File: src/rtl/core/hcg_pkg.sv
// Package of widths, codes and item types for the hit coincidence grouper.
`default_nettype none

package hcg_pkg;

  localparam int TIME_W      = 48;
  localparam int ENERGY_W    = 16;
  localparam int ID_W        = 32;
  localparam int WINDOW_W    = 24;
  localparam int COUNT_W     = 32;
  localparam int MULT_W      = 8;
  localparam int CFG_IDX_W   = 3;
  localparam int CFG_DATA_W  = 24;

  // Default ceiling on the number of hits counted in one event.
  localparam int MAX_MULT_DEFAULT = 255;

  // Item operation codes.
  typedef enum logic {
    OP_HIT   = 1'b0,
    OP_FLUSH = 1'b1
  } op_t;

  // Configuration register indexes.
  typedef enum logic [CFG_IDX_W-1:0] {
    CFG_NOISE_THRESHOLD = 3'd0,
    CFG_START_THRESHOLD = 3'd1,
    CFG_TIME_WINDOW     = 3'd2,
    CFG_SEPARATE_BY_ID  = 3'd3,
    CFG_HITS_TREE       = 3'd4
  } cfg_idx_t;

  // Current configuration as seen by the event logic.
  typedef struct packed {
    logic [ENERGY_W-1:0] noise_threshold;
    logic [ENERGY_W-1:0] start_threshold;
    logic [WINDOW_W-1:0] window_len;
    logic                separate_by_id;
    logic                hits_tree_checks;
  } cfg_t;

  // One input item.
  typedef struct packed {
    op_t                 opcode;
    logic [TIME_W-1:0]   hit_time;
    logic [ENERGY_W-1:0] hit_energy;
    logic [ID_W-1:0]     event_id;
    logic                is_compton;
    logic                is_gamma;
  } hit_t;

  // One result item.
  typedef struct packed {
    logic               hit_kept;
    logic               started_event;
    logic               joined_event;
    logic               event_closed;
    logic [MULT_W-1:0]  closed_multiplicity;
    logic               closed_is_coincidence;
    logic [COUNT_W-1:0] compton_count;
    logic [COUNT_W-1:0] kept_count;
    logic [COUNT_W-1:0] started_count;
    logic [TIME_W-1:0]  run_span;
  } result_t;

endpackage

`default_nettype wire

File: src/rtl/core/hcg_event_core.sv
// Event grouping state and the single-pass decision logic for one item.
`default_nettype none

module hcg_event_core #(
  parameter int MAX_MULTIPLICITY = hcg_pkg::MAX_MULT_DEFAULT
) (
  input  logic             clk,
  input  logic             rst_n,
  input  logic             adv,
  input  hcg_pkg::cfg_t    cfg,
  input  hcg_pkg::hit_t    hit,
  output hcg_pkg::result_t res
);

  import hcg_pkg::*;

  localparam int OSW = $clog2(MAX_MULTIPLICITY + 1);
  localparam int EXW = OSW + MULT_W;

  // Grouping state.
  logic [OSW-1:0]     open_size_r, open_size_nxt;
  logic [TIME_W-1:0]  win_time_r;
  logic [ID_W-1:0]    win_id_r;
  logic [TIME_W-1:0]  first_time_r;
  logic [TIME_W-1:0]  last_time_r;
  logic               any_kept_r, any_kept_nxt;
  logic [COUNT_W-1:0] compton_r, compton_nxt;
  logic [COUNT_W-1:0] kept_r, kept_nxt;
  logic [COUNT_W-1:0] started_r, started_nxt;

  logic              is_flush;
  logic              is_c;
  logic              kept;
  logic              above_start;
  logic              is_open;
  logic [TIME_W-1:0] dt;
  logic              in_window;
  logic              do_join;
  logic              do_close;
  logic              do_start;
  logic [EXW-1:0]    size_ext;
  logic [MULT_W-1:0] mult_sat;

  // Classify the item and decide join, close and start.
  always_comb begin
    is_flush    = (hit.opcode == OP_FLUSH);
    is_c        = !is_flush && (!cfg.hits_tree_checks || hit.is_compton);
    kept        = is_c && (hit.hit_energy > cfg.noise_threshold) &&
                  (!cfg.hits_tree_checks || hit.is_gamma);
    above_start = (hit.hit_energy > cfg.start_threshold);
    is_open     = (open_size_r != '0);
    dt          = hit.hit_time - win_time_r;
    if (cfg.separate_by_id) begin
      in_window = (hit.event_id == win_id_r);
    end else begin
      in_window = (hit.hit_time < win_time_r) ||
                  (dt < TIME_W'(cfg.window_len));
    end
    do_join  = kept && is_open && in_window;
    do_close = is_flush ? is_open : (kept && is_open && !in_window);
    do_start = kept && above_start && (!is_open || !in_window);
    size_ext = EXW'(open_size_r);
    mult_sat = (size_ext > EXW'(255)) ? {MULT_W{1'b1}} : size_ext[MULT_W-1:0];
  end

  // Next state.
  always_comb begin
    open_size_nxt = open_size_r;
    if (do_start) begin
      open_size_nxt = OSW'(1);
    end else if (do_close) begin
      open_size_nxt = '0;
    end else if (do_join && (open_size_r < OSW'(MAX_MULTIPLICITY))) begin
      open_size_nxt = open_size_r + OSW'(1);
    end
    any_kept_nxt = is_flush ? 1'b0 : (any_kept_r || kept);
    compton_nxt  = compton_r + COUNT_W'(is_c);
    kept_nxt     = kept_r + COUNT_W'(kept);
    started_nxt  = started_r + COUNT_W'(do_start);
  end

  // Result of this item; counts are the totals after it.
  always_comb begin
    res.hit_kept              = kept;
    res.started_event         = do_start;
    res.joined_event          = do_join;
    res.event_closed          = do_close;
    res.closed_multiplicity   = do_close ? mult_sat : '0;
    res.closed_is_coincidence = do_close && (size_ext >= EXW'(2));
    res.compton_count         = compton_nxt;
    res.kept_count            = kept_nxt;
    res.started_count         = started_nxt;
    res.run_span              = (is_flush && any_kept_r) ?
                                (last_time_r - first_time_r) : '0;
  end

  // Control state and running totals.
  always_ff @(posedge clk) begin
    if (!rst_n) begin
      open_size_r <= '0;
      any_kept_r  <= 1'b0;
      compton_r   <= '0;
      kept_r      <= '0;
      started_r   <= '0;
    end else if (adv) begin
      open_size_r <= open_size_nxt;
      any_kept_r  <= any_kept_nxt;
      compton_r   <= compton_nxt;
      kept_r      <= kept_nxt;
      started_r   <= started_nxt;
    end
  end

  // Window origin and run span times; read only once written.
  always_ff @(posedge clk) begin
    if (adv) begin
      if (do_start) begin
        win_time_r <= hit.hit_time;
        win_id_r   <= hit.event_id;
      end
      if (kept) begin
        last_time_r <= hit.hit_time;
        if (!any_kept_r) begin
          first_time_r <= hit.hit_time;
        end
      end
    end
  end

endmodule

`default_nettype wire

File: src/rtl/core/hit_coincidence_grouper.sv
// Top level of the hit coincidence grouper.
// The block takes one item per clock on the in_ channel and gives exactly one
// result item per input item on the out_ channel, in order. An item is
// registered on entry, decided in a single pass by the event logic, and its
// result is registered before it is offered on out_; the sustained rate is
// one item per cycle while out_ready stays high, and the window compare and
// the event state update share that one pass. The input stalls only while
// both registers hold items and out_ready is low. Hits are kept if they pass
// the Compton, gamma and noise checks; a kept hit above the start threshold
// opens an event, later kept hits join while in the time window (or while
// the event id matches in id mode), and a flush closes any open event and
// reports the span of kept hit times. The user must write configuration
// through cfg_we, cfg_index and cfg_wdata only while no item is in flight;
// the block does not enforce this. The registers take effect on the following item.
`default_nettype none

module hit_coincidence_grouper #(
  parameter int MAX_MULTIPLICITY = hcg_pkg::MAX_MULT_DEFAULT
) (
  input  logic                            clk,
  input  logic                            rst_n,
  input  logic                            cfg_we,
  input  logic [hcg_pkg::CFG_IDX_W-1:0]   cfg_index,
  input  logic [hcg_pkg::CFG_DATA_W-1:0]  cfg_wdata,
  input  logic                            in_valid,
  output logic                            in_ready,
  input  logic                            in_opcode,
  input  logic [hcg_pkg::TIME_W-1:0]      in_hit_time,
  input  logic [hcg_pkg::ENERGY_W-1:0]    in_hit_energy,
  input  logic [hcg_pkg::ID_W-1:0]        in_event_id,
  input  logic                            in_is_compton,
  input  logic                            in_is_gamma,
  output logic                            out_valid,
  input  logic                            out_ready,
  output logic                            out_hit_kept,
  output logic                            out_started_event,
  output logic                            out_joined_event,
  output logic                            out_event_closed,
  output logic [hcg_pkg::MULT_W-1:0]      out_closed_multiplicity,
  output logic                            out_closed_is_coincidence,
  output logic [hcg_pkg::COUNT_W-1:0]     out_compton_count,
  output logic [hcg_pkg::COUNT_W-1:0]     out_kept_count,
  output logic [hcg_pkg::COUNT_W-1:0]     out_started_count,
  output logic [hcg_pkg::TIME_W-1:0]      out_run_span
);

  import hcg_pkg::*;

  cfg_t    cfg_r;
  logic    s1_valid_r;
  hit_t    s1_hit_r;
  logic    out_valid_r;
  result_t out_res_r;
  result_t res;
  logic    s1_adv;
  logic    in_acc;

  // Handshake: the decision stage moves when the result register is free.
  assign s1_adv   = s1_valid_r && (!out_valid_r || out_ready);
  assign in_ready = !s1_valid_r || s1_adv;
  assign in_acc   = in_valid && in_ready;

  // Configuration registers.
  always_ff @(posedge clk) begin
    if (!rst_n) begin
      cfg_r.noise_threshold  <= '0;
      cfg_r.start_threshold  <= '0;
      cfg_r.window_len       <= '0;
      cfg_r.separate_by_id   <= 1'b0;
      cfg_r.hits_tree_checks <= 1'b1;
    end else if (cfg_we) begin
      unique case (cfg_idx_t'(cfg_index))
        CFG_NOISE_THRESHOLD: cfg_r.noise_threshold  <= cfg_wdata[ENERGY_W-1:0];
        CFG_START_THRESHOLD: cfg_r.start_threshold  <= cfg_wdata[ENERGY_W-1:0];
        CFG_TIME_WINDOW:     cfg_r.window_len       <= cfg_wdata[WINDOW_W-1:0];
        CFG_SEPARATE_BY_ID:  cfg_r.separate_by_id   <= cfg_wdata[0];
        CFG_HITS_TREE:       cfg_r.hits_tree_checks <= cfg_wdata[0];
        default: ;
      endcase
    end
  end

  // Input register valid flag.
  always_ff @(posedge clk) begin
    if (!rst_n) begin
      s1_valid_r <= 1'b0;
    end else if (in_ready) begin
      s1_valid_r <= in_valid;
    end
  end

  // Input register payload.
  always_ff @(posedge clk) begin
    if (in_acc) begin
      s1_hit_r.opcode     <= op_t'(in_opcode);
      s1_hit_r.hit_time   <= in_hit_time;
      s1_hit_r.hit_energy <= in_hit_energy;
      s1_hit_r.event_id   <= in_event_id;
      s1_hit_r.is_compton <= in_is_compton;
      s1_hit_r.is_gamma   <= in_is_gamma;
    end
  end

  // Event state and decision logic.
  hcg_event_core #(
    .MAX_MULTIPLICITY(MAX_MULTIPLICITY)
  ) u_core (
    .clk   (clk),
    .rst_n (rst_n),
    .adv   (s1_adv),
    .cfg   (cfg_r),
    .hit   (s1_hit_r),
    .res   (res)
  );

  // Result register valid flag.
  always_ff @(posedge clk) begin
    if (!rst_n) begin
      out_valid_r <= 1'b0;
    end else if (!out_valid_r || out_ready) begin
      out_valid_r <= s1_valid_r;
    end
  end

  // Result register payload.
  always_ff @(posedge clk) begin
    if (s1_adv) begin
      out_res_r <= res;
    end
  end

  assign out_valid                 = out_valid_r;
  assign out_hit_kept              = out_res_r.hit_kept;
  assign out_started_event         = out_res_r.started_event;
  assign out_joined_event          = out_res_r.joined_event;
  assign out_event_closed          = out_res_r.event_closed;
  assign out_closed_multiplicity   = out_res_r.closed_multiplicity;
  assign out_closed_is_coincidence = out_res_r.closed_is_coincidence;
  assign out_compton_count         = out_res_r.compton_count;
  assign out_kept_count            = out_res_r.kept_count;
  assign out_started_count         = out_res_r.started_count;
  assign out_run_span              = out_res_r.run_span;

endmodule

`default_nettype wire

File: config.mk
export PLATFORM = sky130hd
export DESIGN_NAME = hit_coincidence_grouper
export DESIGN_NICKNAME = d
export VERILOG_FILES = /design/src/rtl/core/hcg_pkg.sv /design/src/rtl/core/hcg_event_core.sv /design/src/rtl/core/hit_coincidence_grouper.sv
export SDC_FILE = /design/constraint.sdc
export NUM_CORES = 1
export LEC_CHECK = 0
export ABC_CLOCK_PERIOD_IN_PS = 16190
export BUFFER_PORTS_ARGS = -buffer_cell sky130_fd_sc_hd__buf_2
export CELL_PAD_IN_SITES_DETAIL_PLACEMENT = 0
export CELL_PAD_IN_SITES_GLOBAL_PLACEMENT = 1
export CORE_MARGIN = 5
export CORE_UTILIZATION = 51
export DETAILED_ROUTE_END_ITERATION = 8
export PLACE_DENSITY = 0.94
export SYNTH_ARGS = -nofsm -noshare
export SYNTH_HDL_FRONTEND = slang
export SYNTH_SLANG_ARGS = --single-unit
File: constraint.sdc
create_clock -name clk -period 16.19 [get_ports clk]
set_input_delay 3.238 -clock clk [delete_from_list [all_inputs] [get_ports clk]]
set_output_delay 3.238 -clock clk [all_outputs]
set_load 0.02 [all_outputs]
* Yosys cells after proc, flatten, opt, wreduce, memory -nomap -nowiden *
Cells that the tools add are included.

storage, ports and cells
  bits in registers = 597
  input port bits = 131
  word-level logic and storage cells = 94

cells by class
  add/subtract/negate cells = 6
  muxes and demuxes = 6
  magnitude comparators = 6
  equal/unequal tests = 5
  bitwise operators = 1
  reductions and logical operators = 38

operator list
  kind                                                  count
  adder 32 x 1 -> 32 bit                                3
  subtractor 48 bit                                     2
  < comparator 48 x 24 -> 1 bit                         1
  < comparator 48 bit                                   1
  == test 32 bit                                        1
  greater-than comparator 16 bit                        2
  2-to-1 mux 8 bit                                      3
  AND reduction 2 bit                                   8
  logical AND 1 bit                                     13
  adder 8 x 1 -> 8 bit (second input constant)          1
  >= comparator 8 x 2 -> 1 bit (second input constant)  1
  < comparator 8 bit (second input constant)            1
  nonzero test 8 bit                                    1
  logical OR 1 bit                                      7
  == test 3 x 2 -> 1 bit (second input constant)        2
  logical NOT 1 bit                                     6
  == test 3 x 1 -> 1 bit (second input constant)        1
  == test 3 bit (second input constant)                 1
  logical NOT 3 bit                                     1
  2-to-1 mux 1 bit                                      3
  AND reduction 3 bit                                   1
  nonzero test 3 bit                                    1
  inverter 1 bit                                        1

* Depth between registers and ports, before layout *
  depth in word-level cells = 11
  depth in mapped cells = 37

* Cells and area by module *
From an unflattened synthesis, not the netlist that was laid out.

unflattened totals
  cells, all modules = 2627
  area total of the unflattened synthesis = 29542.1 sq um

by module, submodules not included
  module                   times used  cells each  sequential area each (sq um)  area an instance (sq um)
  hcg_event_core           1           2142        7387.1                        19566.3
  hit_coincidence_grouper  1           485         8888.5                        9975.8

* Least setup slack after synthesis *
OpenSTA, ideal clock, no wires.

  kind = input port to flip-flop
  from = in out_ready
  to = reg u_core.win_id_r[0], enable pin
  data arrival time = 10.661 ns
  setup time = 0.447 ns
  data required time = 15.743 ns
  stages = 7
  slack = 5.082 ns
  cells stage by stage = nor2b_1 -> nand2b_1 -> clkbuf_1 -> inv_2 -> clkbuf_1 -> buf_1 -> and2_1

on the way
  longest elaborated chain between the ends = 3

ends and longest elaborated chain
  item                                  RTL line                       RTL
  start, declared                       hit_coincidence_grouper.sv:34  input logic out_ready,
  logical OR 1 bit                      hit_coincidence_grouper.sv:59  assign s1_adv = s1_valid_r && (!out_valid_r || out_ready);
  logical AND 1 bit                     hit_coincidence_grouper.sv:59
  net s1_adv                            hit_coincidence_grouper.sv:55  logic s1_adv;
  AND reduction 2 bit (no source line)  --
  end signal, assigned                  hcg_event_core.sv:119          win_id_r <= hit.event_id;
  end, declared                         hcg_event_core.sv:23           logic [ID_W-1:0] win_id_r;

The timed path passes the listed nets, and every way through them passes these cells.
A chain may end at the register's enable or synchronous reset.

==> out/results.ini <==
[worst_setup_path]
startpoint_type = register
r2r_cells = 33
arrival_ns = 9.58
cp_max_fo = 7
critPathMaxStageDelay_ns = 0.59
cp_slowest_cell = nor3b_1
worstReg2RegStart = s1_hit_r[51]
reg2reg_slack_ns = 7.12
cp_common_cell = and3_1
end_kind = register
crit_type = reg2reg
reg2reg_to = u_core.started_r[30]
critPathRequiredTime_ns = 16.70

[final_layout]
fill_cells = 4715
fin_cells = 3807
drive_above_1_share_pct = 15.2
mostFrequentLayoutCells = edfxtp_1 (432), nand2_1 (320), buf_2 (288), inv_1 (182), dfxtp_1 (165)
layout.nets = 3270
final_common_cell = edfxtp_1
area_growth_pct = 15.3

[grt]
grt_max_degree = 143
grt_util_all_layers_pct = 21.6
grt_pass1_wl_mm = 110
grt_pass1_vias = 20400
grt_overflow = 0
antenna_found_initial = 12

[logic_synthesis]
ys_seq_elements = 597
syn_area_um2 = 29500
synth_cells = 2694
synth_compound_area_share_pct = 11.5
yosys.area_share.adder_pct = 6.88
yosys.cell_types.count = 84
avgSynthCellArea_um2 = 11.0
synth_top_family_by_area = simple AND/OR/NAND/NOR gates
synth_edf_count = 432
ys.flop_type = edfxtp_1
synth_nets = 2986
synthXorXnorAreaFrac_pct = 7.66
ys_seq_area_share_pct = 55.2
synthSimpleGateAreaFrac_pct = 14.9
synthArstFlopShare_pct = 0
yosysWarnings = 0
synthMuxAreaShare_pct = 0.271

[worst_hold_path]
min_to = cfg_r[40]
holdPathStages = 2
min_path_type = reg2reg
hp-start = cfg_r[40]

[floorplan]
num_rows = 88
fp.dieW_um = 251
start_util_pct = 51.3
io_pins = 290
die_h_um = 251
die_area_um2 = 62800
core-area_um2 = 57500

[clock_network]
numCtsBuffers = 67
clockBufferDepth = 3
clk_latency_ns = 0.62
clk_pin_slew_worst_paths_ns = 0.06
tritoncts = yes
cts_setup_buffers = 0
cts_sinks = 597
clock-root-buffer = clkbuf_16
hold_buffers = 0
post_cts_resized = 0
ctsHtreeMaxLevel = 3

[placed_design]
dp_cells = 3674
dp_hpwl_mm = 52.0
gp_congestion = 0.919
port_buffers = 289

[power]
clockPowerShare_pct = 44.9
power.switching_mw = 0.825
p_leak_nw = 13.2
switching_share_pct = 23.1
p_comb_share_pct = 7.4
vdd_drop_max_mv = 0.138
power_mw = 3.57
power_density_nw_per_um2 = 105
seq_power_share_pct = 47.7
intPower_mw = 2.74

[drt]
drc_errors = 0
drt-initial-drc-count = 1334
viasPerCell = 5.44
wl_mm = 70.3
ant_nets = 0
vias = 20700
first_pass_iters = 5
wl_per_cell_um = 18.5

[job]
cap_violations = 0

[timing]
finalSetupTns_ns = 0
slew_headroom_pct = 19.2
fin_crit_ns = 9.07
clock_skew_ns = 0.0331
rsz0062_at_grt = no
slew_viol_final = 0
finalHoldViolations = 0
period_share_pct = 56.0
worstMarginPinSlew_ns = 1.21
clock.fmax_ghz = 0.110
setup_violations = 0

[outcome]
status = finished clean

[worst max-delay path by stage]
stage	to	from	slack (ns)	depth (start not counted)
2_1_floorplan	u_core.win_id_r[0]	out_ready	5.08	7
5_1_grt	u_core.started_r[30]	s1_hit_r[50]	6.64	36
4_1_cts	u_core.started_r[30]	s1_hit_r[51]	7.20	33
6_report	u_core.started_r[30]	s1_hit_r[51]	7.12	33
3_3_place_gp	u_core.started_r[28]	s1_hit_r[51]	7.50	33
3_5_place_dp	u_core.started_r[30]	s1_hit_r[51]	7.21	33
[critical path: cells and delay by family (launching register included)]
| family | cells | cell delay, ns |
|---|---|---|
| AND/OR/NAND/NOR | 20 | 5.23 |
| flip-flops | 1 | 0.50 |
| adder cells (fa/ha/maj) | 4 | 1.09 |
| AO/OA/AOI/OAI | 7 | 1.75 |
| XOR/XNOR | 2 | 0.38 |
[cells in the mapped netlist, drive strengths merged (4+ instances only)]
master / count / area, um^2
a2111oi: 7 / 80.1
a211o: 6 / 53.8
a211oi: 21 / 168
a21boi: 88 / 661
a21o: 44 / 332
a21oi: 125 / 644
a31oi: 15 / 109
a41oi: 4 / 35.0
and2: 94 / 591
and3: 44 / 280
and4: 9 / 83.8
buf: 23 / 159
clkbuf: 63 / 236
dfxtp: 165 / 3300
edfxtp: 432 / 13000
ha: 159 / 1990
inv: 184 / 691
mux2i: 8 / 80.1
nand2: 323 / 1220
nand2b: 21 / 131
nand3: 70 / 350
nand4: 50 / 319
nor2: 144 / 541
nor2b: 25 / 156
nor3: 47 / 245
nor3b: 7 / 52.6
nor4: 7 / 50.1
o2111ai: 4 / 35.0
o211a: 4 / 40.0
o211ai: 13 / 97.6
o21a: 17 / 128
o21ai: 103 / 523
o21bai: 9 / 67.6
o221ai: 5 / 43.8
o22ai: 6 / 37.5
o311ai: 7 / 61.3
o31ai: 5 / 37.5
or2: 13 / 81.3
or3: 25 / 156
or4: 8 / 67.6
xnor2: 160 / 1400
xor2: 98 / 858
[per-layer routing]
metal	global-route usage (%)	wire, um
met1	29.3	31600
met2	36.1	33600
met3	3.81	3560
met4	6.05	1550
met5	0	27
[registers in the layout (all words and copies together), names as in the netlist, 48 cells and up]
signal and cells:
cfg_r 58, u_core.last_time_r 48, u_core.win_time_r 48, u_core.first_time_r 48
s1_hit_r 99, out_run_span 48
[metrics by stage]
step / setup slack, ns / utilization [%] / cell area [um^2] / hold slack [ns]
floorplan: 5.08 / - / 29500 / 0.443
global placement: 7.50 / 55.0 / 31600 / 0.451
detailed placement: 7.21 / 55.0 / 31600 / 0.458
CTS: 7.20 / 59.1 / 34000 / 0.466
global route: 6.64 / 59.2 / 34000 / 0.481
finish: 7.12 / 59.2 / 34000 / 0.462
[final cells by class]
type | count | area, um^2 | area share [%]
timing repair buffer | 301 | 1540 | 4.52
inverter | 184 | 698 | 2.05
sequential | 597 | 16300 | 47.8
clock inverter | 41 | 549 | 1.61
tap | 765 | 957 | 2.81
antenna | 10 | 25.0 | 0.0736
multi-input combinational | 1827 | 12200 | 35.7
clock buffer | 82 | 1810 | 5.33
[cells by family (layout without fill, tap and decap cells)]
family          Yosys count  in the layout
compound gates          506            506
xor+xnor                258            258
fa+ha+maj               161            161
buf+inv                 270            608
flops                   597            597
mux                       8              8
other cells               0             10
simple gates            894            894
[power groups by stage]
stage | clock, mW | sequential, mW | combinational, mW
floorplan | 0 | 1.75 | 0.149
global placement | 0 | 1.73 | 0.257
detailed placement | 0 | 1.73 | 0.262
CTS | 1.63 | 1.70 | 0.264
global route | 1.71 | 1.70 | 0.288
finish | 1.60 | 1.70 | 0.264
No activity file was read; power rests on OpenSTA's default activity.
